===== src/sv/line_edit_buffer_macros.svh =====
// Assertion macros for the line edit buffer.
`ifndef LINE_EDIT_BUFFER_MACROS_SVH
`define LINE_EDIT_BUFFER_MACROS_SVH

`ifndef NO_ASSERTIONS
`define LEB_ASSERT_SAME(lbl, ante, cons) \
  lbl: assert property (@(posedge clk) disable iff (!rst_n) (ante) |-> (cons)) \
    else $error("line_edit_buffer assertion failed");
`define LEB_ASSERT_NEXT(lbl, ante, cons) \
  lbl: assert property (@(posedge clk) disable iff (!rst_n) (ante) |=> (cons)) \
    else $error("line_edit_buffer assertion failed");
`else
`define LEB_ASSERT_SAME(lbl, ante, cons)
`define LEB_ASSERT_NEXT(lbl, ante, cons)
`endif

`endif


===== src/sv/leb_pkg.sv =====
package leb_pkg;

  localparam int DEPTH_DEF = 64;

  localparam int CMD_W   = 4;
  localparam int KEY_W   = 8;
  localparam int PROBE_W = 6;
  localparam int POS_W   = 6;
  localparam int LIMIT_W = 7;

  localparam logic [LIMIT_W-1:0] LIMIT_RESET = 7'd64;

  localparam logic [CMD_W-1:0] CMD_CHAR      = 4'd0;
  localparam logic [CMD_W-1:0] CMD_ENTER     = 4'd1;
  localparam logic [CMD_W-1:0] CMD_BACKSPACE = 4'd2;
  localparam logic [CMD_W-1:0] CMD_DELETE    = 4'd3;
  localparam logic [CMD_W-1:0] CMD_LEFT      = 4'd4;
  localparam logic [CMD_W-1:0] CMD_RIGHT     = 4'd5;
  localparam logic [CMD_W-1:0] CMD_HOME      = 4'd6;
  localparam logic [CMD_W-1:0] CMD_END       = 4'd7;
  localparam logic [CMD_W-1:0] CMD_CLEAR     = 4'd8;

  localparam logic [KEY_W-1:0] CHAR_LO = 8'h20;
  localparam logic [KEY_W-1:0] CHAR_HI = 8'h7E;

  typedef struct packed {
    logic shift_rd;
    logic put_wr;
    logic probe_rd;
    logic load_out;
  } ctl_cmd_t;

  typedef struct packed {
    logic is_insert;
    logic has_moves;
    logic last_move;
  } dp_stat_t;

endpackage


===== src/sv/leb_if.sv =====
interface leb_in_if;
  import leb_pkg::*;

  logic               valid;
  logic               ready;
  logic [CMD_W-1:0]   cmd;
  logic [KEY_W-1:0]   key_char;
  logic [PROBE_W-1:0] probe_index;

  modport source(output valid, output cmd, output key_char, output probe_index,
                 input ready);
  modport sink(input valid, input cmd, input key_char, input probe_index,
               output ready);
endinterface

interface leb_out_if;
  import leb_pkg::*;

  logic             valid;
  logic             ready;
  logic             handled;
  logic [POS_W-1:0] cursor_pos;
  logic [POS_W-1:0] line_length;
  logic [KEY_W-1:0] probe_char;

  modport source(output valid, output handled, output cursor_pos, output line_length,
                 output probe_char, input ready);
  modport sink(input valid, input handled, input cursor_pos, input line_length,
               input probe_char, output ready);
endinterface


===== src/sv/leb_ctrl.sv =====
module leb_ctrl (
  input  logic               clk,
  input  logic               rst_n,
  input  logic               in_valid,
  output logic               in_ready,
  output logic               out_valid,
  input  logic               out_ready,
  input  leb_pkg::dp_stat_t  stat,
  output leb_pkg::ctl_cmd_t  cmd,
  output logic               in_take
);
  import leb_pkg::*;

  localparam logic [2:0] ST_IDLE  = 3'd0;
  localparam logic [2:0] ST_SHIFT = 3'd1;
  localparam logic [2:0] ST_DRAIN = 3'd2;
  localparam logic [2:0] ST_PUT   = 3'd3;
  localparam logic [2:0] ST_PROBE = 3'd4;
  localparam logic [2:0] ST_LOAD  = 3'd5;

  logic [2:0] state_r, state_nxt;
  logic       out_valid_r, out_valid_nxt;

  assign in_ready  = (state_r == ST_IDLE);
  assign in_take   = in_valid && in_ready;
  assign out_valid = out_valid_r;

  always_comb begin
    state_nxt = state_r;
    cmd       = '0;
    case (state_r)
      ST_IDLE: begin
        if (in_take) state_nxt = ST_SHIFT;
      end
      ST_SHIFT: begin
        if (stat.has_moves) begin
          cmd.shift_rd = 1'b1;
          if (stat.last_move) state_nxt = ST_DRAIN;
        end else begin
          state_nxt = stat.is_insert ? ST_PUT : ST_PROBE;
        end
      end
      ST_DRAIN: state_nxt = stat.is_insert ? ST_PUT : ST_PROBE;
      ST_PUT: begin
        cmd.put_wr = 1'b1;
        state_nxt  = ST_PROBE;
      end
      ST_PROBE: begin
        cmd.probe_rd = 1'b1;
        state_nxt    = ST_LOAD;
      end
      ST_LOAD: begin
        if (!out_valid_r || out_ready) begin
          cmd.load_out = 1'b1;
          state_nxt    = ST_IDLE;
        end
      end
      default: state_nxt = ST_IDLE;
    endcase
  end

  always_comb begin
    out_valid_nxt = out_valid_r;
    if (cmd.load_out) out_valid_nxt = 1'b1;
    else if (out_ready) out_valid_nxt = 1'b0;
  end

  always_ff @(posedge clk) begin
    if (!rst_n) begin
      state_r     <= ST_IDLE;
      out_valid_r <= 1'b0;
    end else begin
      state_r     <= state_nxt;
      out_valid_r <= out_valid_nxt;
    end
  end

endmodule


===== src/sv/leb_datapath.sv =====
module leb_datapath #(
  parameter int DEPTH = leb_pkg::DEPTH_DEF
) (
  input  logic                        clk,
  input  logic                        rst_n,
  input  logic                        cfg_we,
  input  logic [leb_pkg::LIMIT_W-1:0] cfg_wdata,
  input  logic                        in_take,
  input  logic [leb_pkg::CMD_W-1:0]   in_cmd,
  input  logic [leb_pkg::KEY_W-1:0]   in_key,
  input  logic [leb_pkg::PROBE_W-1:0] in_probe,
  input  leb_pkg::ctl_cmd_t           cmd,
  output leb_pkg::dp_stat_t           stat,
  output logic                        out_handled,
  output logic [leb_pkg::POS_W-1:0]   out_cursor,
  output logic [leb_pkg::POS_W-1:0]   out_length,
  output logic [leb_pkg::KEY_W-1:0]   out_char
);
  import leb_pkg::*;

  localparam int AW = $clog2(DEPTH);
  localparam int WW = AW + 8;

  logic [KEY_W-1:0]   mem [DEPTH];

  logic [LIMIT_W-1:0] limit_r;
  logic [AW-1:0]      cursor_r, length_r;
  logic [KEY_W-1:0]   char_r;
  logic [PROBE_W-1:0] probe_r;
  logic [AW-1:0]      src_r, cnt_r, put_addr_r, wr_addr_r;
  logic               up_r, ins_r, hand_r, pend_r, hit_r;
  logic [KEY_W-1:0]   rdata_r;
  logic               out_handled_r;
  logic [POS_W-1:0]   out_cursor_r, out_length_r;
  logic [KEY_W-1:0]   out_char_r;

  logic [WW-1:0]      lim_w;
  logic [AW-1:0]      cap, len_c, cur_c;
  logic [AW-1:0]      cur_n, len_n, moves, src_n;
  logic               up_n, ins_n, hand_n, printable;
  logic [AW-1:0]      probe_addr;

  always_comb begin
    lim_w = WW'(limit_r);
    if (lim_w == '0) lim_w = WW'(1);
    if (lim_w > WW'(DEPTH)) lim_w = WW'(DEPTH);
    cap   = AW'(lim_w - WW'(1));
    len_c = (length_r > cap) ? cap : length_r;
    cur_c = (cursor_r > len_c) ? len_c : cursor_r;
  end

  assign printable  = (in_key >= CHAR_LO) && (in_key <= CHAR_HI);
  assign probe_addr = AW'(probe_r);

  always_comb begin
    cur_n  = cur_c;
    len_n  = len_c;
    moves  = '0;
    src_n  = '0;
    up_n   = 1'b0;
    ins_n  = 1'b0;
    hand_n = 1'b1;
    case (in_cmd)
      CMD_CHAR: begin
        if (!printable) begin
          hand_n = 1'b0;
        end else if (cur_c < cap) begin
          ins_n = 1'b1;
          len_n = (len_c < cap) ? len_c + AW'(1) : len_c;
          moves = len_n - AW'(1) - cur_c;
          src_n = len_n - AW'(1) - AW'(1);
          cur_n = cur_c + AW'(1);
        end
      end
      CMD_BACKSPACE: begin
        if (cur_c != '0) begin
          moves = len_c - cur_c;
          src_n = cur_c;
          up_n  = 1'b1;
          len_n = len_c - AW'(1);
          cur_n = cur_c - AW'(1);
        end
      end
      CMD_DELETE: begin
        if (cur_c < len_c) begin
          moves = len_c - AW'(1) - cur_c;
          src_n = cur_c + AW'(1);
          up_n  = 1'b1;
          len_n = len_c - AW'(1);
        end
      end
      CMD_LEFT:  if (cur_c != '0) cur_n = cur_c - AW'(1);
      CMD_RIGHT: if (cur_c < len_c) cur_n = cur_c + AW'(1);
      CMD_HOME:  cur_n = '0;
      CMD_END:   cur_n = len_c;
      CMD_CLEAR: begin
        cur_n = '0;
        len_n = '0;
      end
      CMD_ENTER: hand_n = 1'b0;
      default:   hand_n = 1'b0;
    endcase
  end

  always_ff @(posedge clk) begin
    if (!rst_n) begin
      limit_r  <= LIMIT_RESET;
      cursor_r <= '0;
      length_r <= '0;
      pend_r   <= 1'b0;
    end else begin
      if (cfg_we) limit_r <= cfg_wdata;
      if (in_take) begin
        cursor_r <= cur_n;
        length_r <= len_n;
      end else begin
        // keep length and cursor within the current limit
        cursor_r <= cur_c;
        length_r <= len_c;
      end
      pend_r <= cmd.shift_rd;
    end
  end

  always_ff @(posedge clk) begin
    if (in_take) begin
      char_r     <= in_key;
      probe_r    <= in_probe;
      src_r      <= src_n;
      cnt_r      <= moves;
      up_r       <= up_n;
      ins_r      <= ins_n;
      put_addr_r <= cur_c;
      hand_r     <= hand_n;
    end else if (cmd.shift_rd) begin
      src_r     <= up_r ? src_r + AW'(1) : src_r - AW'(1);
      cnt_r     <= cnt_r - AW'(1);
      wr_addr_r <= up_r ? src_r - AW'(1) : src_r + AW'(1);
    end
    if (cmd.probe_rd) hit_r <= WW'(probe_r) < WW'(length_r);
  end

  // store with one write port and one registered read port: one write and one read per cycle
  always_ff @(posedge clk) begin
    if (pend_r) mem[wr_addr_r] <= rdata_r;
    else if (cmd.put_wr) mem[put_addr_r] <= char_r;
    if (cmd.shift_rd) rdata_r <= mem[src_r];
    else if (cmd.probe_rd) rdata_r <= mem[probe_addr];
  end

  always_ff @(posedge clk) begin
    if (cmd.load_out) begin
      out_handled_r <= hand_r;
      out_cursor_r  <= POS_W'(cursor_r);
      out_length_r  <= POS_W'(length_r);
      out_char_r    <= hit_r ? rdata_r : '0;
    end
  end

  assign stat.is_insert = ins_r;
  assign stat.has_moves = (cnt_r != '0);
  assign stat.last_move = (cnt_r == AW'(1));

  assign out_handled = out_handled_r;
  assign out_cursor  = out_cursor_r;
  assign out_length  = out_length_r;
  assign out_char    = out_char_r;

endmodule


===== src/sv/line_edit_buffer.sv =====
// channel   dir  handshake      payload
// in_chan   in   valid/ready    cmd, key_char, probe_index
// out_chan  out  valid/ready    handled, cursor_pos, line_length, probe_char
// cfg       in   cfg_we         cfg_wdata (line_limit)
//
// An item passes the shift step, with m moves when m > 0 characters move, a drain
// step after any moves, a put step for an insert, and the probe and load steps;
// m is at most capacity-1, one move per cycle; in_ready stays low until the load.
// Reset is synchronous; the character store is not cleared.
// A held result stalls the next item only at its final load step.
`include "line_edit_buffer_macros.svh"

module line_edit_buffer #(
  parameter int DEPTH = leb_pkg::DEPTH_DEF
) (
  input  logic                        clk,
  input  logic                        rst_n,
  input  logic                        cfg_we,
  input  logic [leb_pkg::LIMIT_W-1:0] cfg_wdata,
  leb_in_if.sink                      in_chan,
  leb_out_if.source                   out_chan
);
  import leb_pkg::*;

  ctl_cmd_t ctl_cmd;
  dp_stat_t dp_stat;
  logic     in_take;

  leb_ctrl u_ctrl (
    .clk       (clk),
    .rst_n     (rst_n),
    .in_valid  (in_chan.valid),
    .in_ready  (in_chan.ready),
    .out_valid (out_chan.valid),
    .out_ready (out_chan.ready),
    .stat      (dp_stat),
    .cmd       (ctl_cmd),
    .in_take   (in_take)
  );

  leb_datapath #(.DEPTH(DEPTH)) u_dp (
    .clk         (clk),
    .rst_n       (rst_n),
    .cfg_we      (cfg_we),
    .cfg_wdata   (cfg_wdata),
    .in_take     (in_take),
    .in_cmd      (in_chan.cmd),
    .in_key      (in_chan.key_char),
    .in_probe    (in_chan.probe_index),
    .cmd         (ctl_cmd),
    .stat        (dp_stat),
    .out_handled (out_chan.handled),
    .out_cursor  (out_chan.cursor_pos),
    .out_length  (out_chan.line_length),
    .out_char    (out_chan.probe_char)
  );

  `LEB_ASSERT_NEXT(a_busy_after_take, in_take, !in_chan.ready)
  `LEB_ASSERT_NEXT(a_put_then_probe, ctl_cmd.put_wr, ctl_cmd.probe_rd)
  `LEB_ASSERT_NEXT(a_load_sets_valid, ctl_cmd.load_out, out_chan.valid)
  `LEB_ASSERT_SAME(a_no_take_while_shift, ctl_cmd.shift_rd, !in_chan.ready)

endmodule


===== src/flat_wrapper.sv =====
// flat-port wrapper written by rule: the top's interface ports become plain ports
module line_edit_buffer_flat import leb_pkg::*;
#(
  parameter int DEPTH = leb_pkg::DEPTH_DEF
)
  (clk, rst_n, cfg_we, cfg_wdata, in_chan_valid, in_chan_cmd, in_chan_key_char, in_chan_probe_index, in_chan_ready, out_chan_valid, out_chan_handled, out_chan_cursor_pos, out_chan_line_length, out_chan_probe_char, out_chan_ready);
  leb_in_if in_chan_i ();
  leb_out_if out_chan_i ();
  input  logic clk;
  input  logic rst_n;
  input  logic cfg_we;
  input  logic [leb_pkg::LIMIT_W-1:0] cfg_wdata;
  input wire logic [$bits(in_chan_i.valid)-1:0] in_chan_valid;
  input wire logic [$bits(in_chan_i.cmd)-1:0] in_chan_cmd;
  input wire logic [$bits(in_chan_i.key_char)-1:0] in_chan_key_char;
  input wire logic [$bits(in_chan_i.probe_index)-1:0] in_chan_probe_index;
  output wire logic [$bits(in_chan_i.ready)-1:0] in_chan_ready;
  output wire logic [$bits(out_chan_i.valid)-1:0] out_chan_valid;
  output wire logic [$bits(out_chan_i.handled)-1:0] out_chan_handled;
  output wire logic [$bits(out_chan_i.cursor_pos)-1:0] out_chan_cursor_pos;
  output wire logic [$bits(out_chan_i.line_length)-1:0] out_chan_line_length;
  output wire logic [$bits(out_chan_i.probe_char)-1:0] out_chan_probe_char;
  input wire logic [$bits(out_chan_i.ready)-1:0] out_chan_ready;
  assign in_chan_i.valid = in_chan_valid;
  assign in_chan_i.cmd = in_chan_cmd;
  assign in_chan_i.key_char = in_chan_key_char;
  assign in_chan_i.probe_index = in_chan_probe_index;
  assign in_chan_ready = in_chan_i.ready;
  assign out_chan_valid = out_chan_i.valid;
  assign out_chan_handled = out_chan_i.handled;
  assign out_chan_cursor_pos = out_chan_i.cursor_pos;
  assign out_chan_line_length = out_chan_i.line_length;
  assign out_chan_probe_char = out_chan_i.probe_char;
  assign out_chan_i.ready = out_chan_ready;
  line_edit_buffer #(.DEPTH(DEPTH)) u_core (.clk(clk), .rst_n(rst_n), .cfg_we(cfg_we), .cfg_wdata(cfg_wdata), .in_chan(in_chan_i), .out_chan(out_chan_i));
endmodule

===== config.mk =====
export PLATFORM = sky130hd
export DESIGN_NAME = line_edit_buffer_flat
export DESIGN_NICKNAME = d
export VERILOG_FILES = /design/src/sv/leb_pkg.sv /design/src/sv/leb_if.sv /design/src/sv/leb_ctrl.sv /design/src/sv/leb_datapath.sv /design/src/sv/line_edit_buffer.sv /design/src/flat_wrapper.sv
export VERILOG_INCLUDE_DIRS = /design/src /design/src/sv
export SDC_FILE = /design/constraint.sdc
export NUM_CORES = 1
export LEC_CHECK = 0
export ABC_AREA = 1
export ABC_CLOCK_PERIOD_IN_PS = 6600
export CORE_AREA = 8 8 338 340
export DETAILED_ROUTE_END_ITERATION = 7
export DIE_AREA = 0 0 346 348
export DONT_BUFFER_PORTS = 1
export GPL_TIMING_DRIVEN = 0
export MAX_ROUTING_LAYER = met4
export PLACE_DENSITY = 0.41
export SETUP_SLACK_MARGIN = 0.4
export SYNTH_ARGS = -nofsm -noshare
export SYNTH_HDL_FRONTEND = slang
export SYNTH_SLANG_ARGS = --single-unit

===== constraint.sdc =====
create_clock -name clk -period 6.6 [get_ports clk]
set_clock_uncertainty 0.05 [all_clocks]
set_input_delay 1.32 -clock clk [delete_from_list [all_inputs] [get_ports clk]]
set_output_delay 1.32 -clock clk [all_outputs]
set_load 0.02 [all_outputs]

Yosys cells after proc, flatten, opt, wreduce, memory -nomap -nowiden
Memory sizes are Yosys's and may differ from the RTL's. A register that Yosys moved wholly into a read port is not among the register bits.
Index checks and enable logic that the tools add are counted.

word-level totals
  logic and storage cells = 145
  memories kept = 1
  bits in latches = 0
  RAM bits = 512
  memory bits (read-only) = 0
  register bits after elaboration = 95

operators by class
  reductions and logical operators = 19
  mux-type cells = 65
  div/mod/pow operators = 0
  $mul = 0
  equality and inequality tests = 16
  shifts and indexed selects = 0
  bitwise operators = 1
  $lt $le $gt $ge = 9
  $add $sub $neg = 13

memories
  name             words  width  rd ports  clocked after Yosys merged registers in  wr ports  RTL line            source
  u_core.u_dp.mem  64     8      2         2                                        1         leb_datapath.sv:24  logic [KEY_W-1:0] mem [DEPTH];

operators with widths
  cell                                                                                 count
  6-bit two-way mux                                                                    31
  6-bit by 1-bit subtractor with 6-bit output, second input constant                   7
  6-bit one-hot mux with 3 select lines                                                2
  6-bit one-hot mux with 5 select lines                                                1
  6-bit less-than comparator                                                           4
  8-bit two-way mux                                                                    3
  6-bit one-hot mux with 4 select lines                                                1
  6-bit by 1-bit adder with 6-bit output, second input constant                        3
  1-bit two-way mux                                                                    18
  3-bit one-hot mux with 6 select lines                                                1
  6-bit subtractor                                                                     3
  4-bit by 3-bit == test with 1-bit output, second input constant                      4
  3-bit two-way mux                                                                    5
  6-bit > comparator                                                                   2
  6-bit nonzero test                                                                   2
  4-bit by 2-bit == test with 1-bit output, second input constant                      2
  8-bit by 6-bit greater-or-equal comparator with 1-bit output, second input constant  1
  8-bit by 7-bit less-or-equal comparator with 1-bit output, second input constant     1
  8-bit OR reduction                                                                   1
  7-bit > comparator, second input constant                                            1
  7-bit zero test                                                                      1
  7-bit two-way mux                                                                    1
  7-bit OR reduction                                                                   1
  3-bit by 2-bit == test with 1-bit output, second input constant                      2
  18 further kinds                                                                     25

Logic depth before layout (Yosys ltp)
  depth in word-level cells = 16
  mapped depth = 43
  mapped depth without buffers = 43

By module
A second synthesis with hierarchy kept.

second synthesis, totals
  cell total of the unflattened synthesis = 3511
  area total of the unflattened synthesis = 32548.7 um2

by module, submodules not included
  module        seq. area each (um2)  area an instance (um2)  cells an instance  times used
  leb_datapath  18147.4               32262.2                 3462               1
  leb_ctrl      80.1                  286.5                   49                 1

Least setup slack after synthesis
No wires, ideal clock.

  path kind = reg2reg
  start point = register u_core.u_dp.limit_r[2]
  end point = register u_core.u_dp.cursor_r[0]
  path slack = 0.887 ns
  setup time = 0.117 ns
  data arrival time = 5.546 ns
  stages on the path, launching flop included = 41
  clock period less this slack = 5.713 ns
  cells stage by stage = dfxtp_1 -> nor2_1 -> nand3_1 -> nand2_1 -> nand2_1 -> ha_1 -> xnor2_1 -> inv_1 -> ha_1 -> nand2_1 -> o21a_1 -> nand2_1 -> nand2_2 -> nand2_4 -> nand2_4 -> inv_1 -> o21ai_2 -> inv_1 -> [5 not listed] -> nand2_2 -> nand2_4 -> buf_8 -> nand2_1 -> nand2_2 -> ha_1 -> inv_1 -> fa_1 -> nand4_1 -> nand3_2 -> nand2_1 -> inv_1 -> ha_1 -> inv_1 -> a22oi_1 -> o211ai_1 -> a31oi_1 -> nor2_1

between the ends
  word-level cells in the longest chain between the ends = 14
  elaborated cells between the ends (all ways) = 20
  those cells by class = add/sub (3); order compare (5); mux (10); reduce/logical (2)

RTL lines
  what                                                                                         RTL line                                                    source
  start, declared                                                                              leb_datapath.sv:26                                          logic [LIMIT_W-1:0] limit_r;
  start signal, assigned                                                                       leb_datapath.sv:112                                         if (cfg_we) limit_r <= cfg_wdata;
  7-bit zero test                                                                              leb_datapath.sv:45                                          if (lim_w == '0) lim_w = WW'(1);
  7-bit two-way mux (*)                                                                        leb_datapath.sv:45
  7-bit > comparator                                                                           leb_datapath.sv:46                                          if (lim_w > WW'(DEPTH)) lim_w = WW'(DEPTH);
  6-bit two-way mux (*)                                                                        leb_datapath.sv:46
  6-bit by 1-bit subtractor with 6-bit output (*)                                              leb_datapath.sv:47                                          cap = AW'(lim_w - WW'(1));
  6-bit > comparator                                                                           leb_datapath.sv:48                                          len_c = (length_r > cap) ? cap : length_r;
  6-bit two-way mux (*)                                                                        leb_datapath.sv:48
  6-bit > comparator                                                                           leb_datapath.sv:49                                          cur_c = (cursor_r > len_c) ? len_c : cursor_r;
  6-bit two-way mux (*)                                                                        leb_datapath.sv:49
  via u_core.u_dp.cur_c[0]                                                                     leb_datapath.sv:38                                          logic [AW-1:0] cap, len_c, cur_c;
  6-bit by 1-bit adder with 6-bit output / 6-bit less-than comparator (equally long branches)  leb_datapath.sv:72, leb_datapath.sv:93, leb_datapath.sv:67
  6-bit two-way mux                                                                            leb_datapath.sv:67                                          end else if (cur_c < cap) begin
  6-bit two-way mux                                                                            leb_datapath.sv:65                                          if (!printable) begin
  6-bit one-hot mux with 5 select lines                                                        leb_datapath.sv:63                                          case (in_cmd)
  6-bit two-way mux (*)                                                                        leb_datapath.sv:113                                         if (in_take) begin
  end signal, assigned                                                                         leb_datapath.sv:114                                         cursor_r <= cur_n;
  end signal, assigned                                                                         leb_datapath.sv:118                                         cursor_r <= cur_c;
  end, declared                                                                                leb_datapath.sv:27                                          logic [AW-1:0] cursor_r, length_r;

The timed path passes the listed nets; every way through them passes the cells marked *.
A chain may end at the register's enable or synchronous reset.

Final worst setup path
  start point = register u_core.u_dp.limit_r[2]
  end point = register u_core.u_dp.cnt_r[2] (data pin)

between the ends
  elaborated cells between the ends (all ways) = 26
  those cells by class = add/sub (7); order compare (6); mux (11); reduce/logical (2)

RTL lines
  what                                             RTL line             source
  7-bit zero test                                  leb_datapath.sv:45
  7-bit two-way mux (*)                            leb_datapath.sv:45
  7-bit > comparator                               leb_datapath.sv:46
  6-bit two-way mux (*)                            leb_datapath.sv:46
  6-bit by 1-bit subtractor with 6-bit output (*)  leb_datapath.sv:47
  6-bit > comparator                               leb_datapath.sv:48
  6-bit two-way mux (*)                            leb_datapath.sv:48
  6-bit > comparator                               leb_datapath.sv:49
  6-bit two-way mux (*)                            leb_datapath.sv:49
  via u_core.u_dp.cur_c[5]                         leb_datapath.sv:38
  6-bit less-than comparator                       leb_datapath.sv:67
  6-bit two-way mux                                leb_datapath.sv:67
  6-bit two-way mux                                leb_datapath.sv:65
  6-bit one-hot mux with 3 select lines (*)        leb_datapath.sv:63
  6-bit two-way mux (*)                            leb_datapath.sv:126  if (in_take) begin
  end signal, assigned                             leb_datapath.sv:130  cnt_r <= moves;
  end signal, assigned                             leb_datapath.sv:137  cnt_r <= cnt_r - AW'(1);
  end, declared                                    leb_datapath.sv:30   logic [AW-1:0] src_r, cnt_r, put_addr_r, wr_addr_r;

Marked as above.

==> results_dict.tcl <==
set metrics [dict create \
    run_status "finished with violations" \
    violations "max-capacitance violations, max-slew violations" \
    max-cap-violations 28 \
    clock_sinks 619 \
    crit_top_cell "nand2_1" \
    tightestPinTransition_ps 1710 \
    grt_start_max_net_pins 53 \
    syn_nets 3595 \
    syn_inst 3509 \
    grt_use_total_pct 34.9 \
    vdd_drop_max_uv 530 \
    avgSynthCellArea_um2 9.23 \
    synthArstFlopShare_pct 0 \
    numCtsBuffers 77 \
    path_max_fanout 9 \
    holdPathStages 0 \
    routed_wl_um 213000 \
    grt_pass1_wl_um 275000 \
    grt_pass1_vias 29100 \
    hold_class "register to register" \
    leakage_nw 12.9 \
    drc 0 \
    final_util_pct 34.4 \
    dp_slack_ps -816 \
    synth_common_cells "773 x nor2_1, 630 x o21ai_0, 583 x edfxtp_1" \
    p_per_area_mw_per_mm2 651 \
    holdCritStartpoint "u_core.u_dp.hand_r$_DFFE_PP_" \
    viasPerCell 6.13 \
    cts_max_level 3 \
    clkPwrFrac_pct 18.6 \
    setup_ws_ps 835 \
    yosysMostFrequentCell "nor2_1" \
    r2r_slack_ps 830 \
    wl_per_cell_um 41.4 \
    synth_edf_count 583 \
    final_max_slew_viol_count 296 \
    die_y_um 348 \
    synth_cell_types 54 \
    hold_viol_final 0 \
    synth_seq_cells 619 \
    p_int_mw 10.9 \
    drt_iter0_drc 5455 \
    yosys_warnings 0 \
    nNetsFinal 3705 \
    switching_share_pct 55.3 \
    seqPwrFrac_pct 22.3 \
    syn-cell-area_mm2 0.0324 \
    root_buffer "clkbuf_16" \
    post-route-min-period_ps 5770 \
    area_delta_synth_final_pct 16.2 \
    die_x_um 346 \
    r2r_start "u_core.u_dp.limit_r[2]$_SDFFE_PN0P_" \
    drt_first_pass_iters 6 \
    tns_ps 0 \
    rows 122 \
    die_area_mm2 0.120 \
    min_to "u_core.u_dp.out_handled$_DFFE_PP_" \
    start_kind "register" \
    n_fill_cell 11300 \
    cp_data_arrival_time_ps 6230 \
    switchingPower_mw 13.6 \
    globalRouteOverflowTotal 0 \
    fmax_ghz 0.173 \
    end_kind "register" \
    fin_crit_sh_pct 87.4 \
    core_mm2 0.109 \
    routabilityCongestion 1.07 \
    vias 31500 \
    io_buffers 0 \
    cts_buffer_depth 3 \
    synth_area_leader_cell "edfxtp_1" \
    synth-main-ff-cell "edfxtp_1" \
    reg2reg_to "u_core.u_dp.cnt_r[2]$_DFFE_PN_" \
    hpwl_um 152000 \
    grt_setup_unrepaired "false" \
    clkTransAtPathRegs_ps 60 \
    critPathKind "register to register" \
    ios 53 \
    synth_area_leaders "edfxtp_1 54%, o21ai_0 9.7%, nor2_1 9.0%" \
    relSlewSlack_pct -14.0 \
    comb_power_share_pct 59.1 \
    slowest_delay_ps 410 \
    crit_slowest_cell "ha_1" \
    detail-route-antenna-nets 0 \
    start_util_pct 29.6 \
    holdBufCountCts 0 \
    cp_data_required_time_ps 7060 \
    drive_gt1_share_pct 7.97 \
    yosysSeqAreaShare_pct 56.3 \
    setup_viol 0 \
    r2r_cells 37 \
    worstSkewPairLatency_ps 690 \
    antenna_found_initial 32 \
    tritoncts "yes" \
    yosysTopAreaCellShare_pct 54.1 \
]
[what timing repair did]
item / 4_1_cts / 5_1_grt
setup buffers: 6 / 7
pin swaps: 4 / 7
gates resized for setup: 24 / 27
endpoints found under the hold margin: 0 / 0
endpoints found under the setup margin: 32 / 26
[kinds of logic (layout without fill, tap and decap cells)]
kind of cell               Yosys count  after routing  share of synthesized area [%]
and+or+nand+nor                   1343           1343                           17.1
AOI/OAI and AO/OA                 1054           1054                           18.6
DFF                                619            619                           56.3
buffers and inverters              401            569                           4.73
adders and majority gates           56             56                           2.23
xor gates and xnor gates            27             27                          0.730
muxes                                9              9                          0.309
other                                0             37                              0
[cell usage in the layout (no fill, tap or decap), types with 61 or more instances in the layout]
cell and n:
clkbuf_1 199, inv_1 155, o221ai_1 63, nor2_1 762, nand2_1 351, clkbuf_16 78, o21ai_0 627, o22ai_1 218
nand3_1 118, edfxtp_1 583, a21oi_1 61
[how the worst max path moves through the flow]
stage / start / end / depth (start not counted)
5_1_grt: u_core.u_dp.limit_r[6]$_SDFFE_PN1P_ / u_core.u_dp.cnt_r[5]$_DFFE_PN_ / 44
6_report: u_core.u_dp.limit_r[2]$_SDFFE_PN0P_ / u_core.u_dp.cnt_r[2]$_DFFE_PN_ / 37
3_3_place_gp: u_core.u_dp.limit_r[2]$_SDFFE_PN0P_ / u_core.u_dp.src_r[0]$_DFFE_PN_ / 36
4_1_cts: u_core.u_dp.limit_r[2]$_SDFFE_PN0P_ / u_core.u_dp.cnt_r[5]$_DFFE_PN_ / 44
2_1_floorplan: u_core.u_dp.limit_r[2]$_SDFFE_PN0P_ / u_core.u_dp.cursor_r[0]$_SDFF_PN0_ / 40
3_5_place_dp: u_core.u_dp.limit_r[2]$_SDFFE_PN0P_ / u_core.u_dp.src_r[0]$_DFFE_PN_ / 36
[critical path: cells and delay by family (launching register included)]
kind / cells / cell delay, ps
AND/OR/NAND/NOR: 23 / 2460
AO/OA/AOI/OAI: 4 / 880
XOR/XNOR: 1 / 160
adder cells (fa/ha/maj): 4 / 1180
flip-flops: 1 / 330
buffers and inverters: 5 / 520
[final cells by class]
cell class | instances | area (µm²) | area share [%]
antenna | 37 | 92.6 | 0.246
sequential | 619 | 18200 | 48.4
clock inverter | 43 | 581 | 1.54
buffer | 226 | 913 | 2.43
timing repair buffer | 31 | 443 | 1.18
tap | 1426 | 1780 | 4.74
multi-input combinational | 2489 | 12900 | 34.2
inverter | 175 | 666 | 1.77
clock buffer | 94 | 2050 | 5.45
[per-stage QoR]
stage,power (mW),hold slack (ps),area (µm²),instances
6_report,24.5,403,37600,5140
5_1_grt,24.7,409,37600,5126
4_1_cts,23.6,398,37400,5096
3_5_place_dp,19.0,371,34600,4953
3_3_place_gp,18.9,352,34200,4935
2_1_floorplan,11.7,350,32400,3509
[registers in the layout (all words and copies together), names as in the netlist, 3 cells and up, named ones only]
register,cells
u_core.u_dp.length_r,6
u_core.u_dp.src_r,6
u_core.u_dp.out_length,6
u_core.u_dp.out_cursor,6
u_core.u_dp.probe_addr,6
u_core.u_ctrl.state_r,3
u_core.u_dp.put_addr_r,6
u_core.u_dp.wr_addr_r,6
u_core.u_dp.mem,512
u_core.u_dp.char_r,8
u_core.u_dp.out_char,8
u_core.u_dp.limit_r,7
u_core.u_dp.cnt_r,6
u_core.u_dp.rdata_r,8
u_core.u_dp.cursor_r,6
[power groups by stage]
stage	clock [mW]	sequential, mW	combinational [mW]
after floorplan	0	5.40	6.34
after CTS	4.60	5.45	13.6
after detailed placement	0	5.53	13.5
after global routing	4.72	5.48	14.5
final	4.55	5.47	14.5
after global placement	0	5.59	13.3
[per-layer routing]
metal / vias up / share of wire [%] / track usage [%]
met2: 2367 / 43 / 51.1
li1: 12900 / - / -
met1: 15600 / 39 / 42.5
met4: 0 / 7.6 / 22.0
met3: 652 / 11 / 9.57
met5: - / 0 / -
No activity file was read; power rests on OpenSTA's default activity.
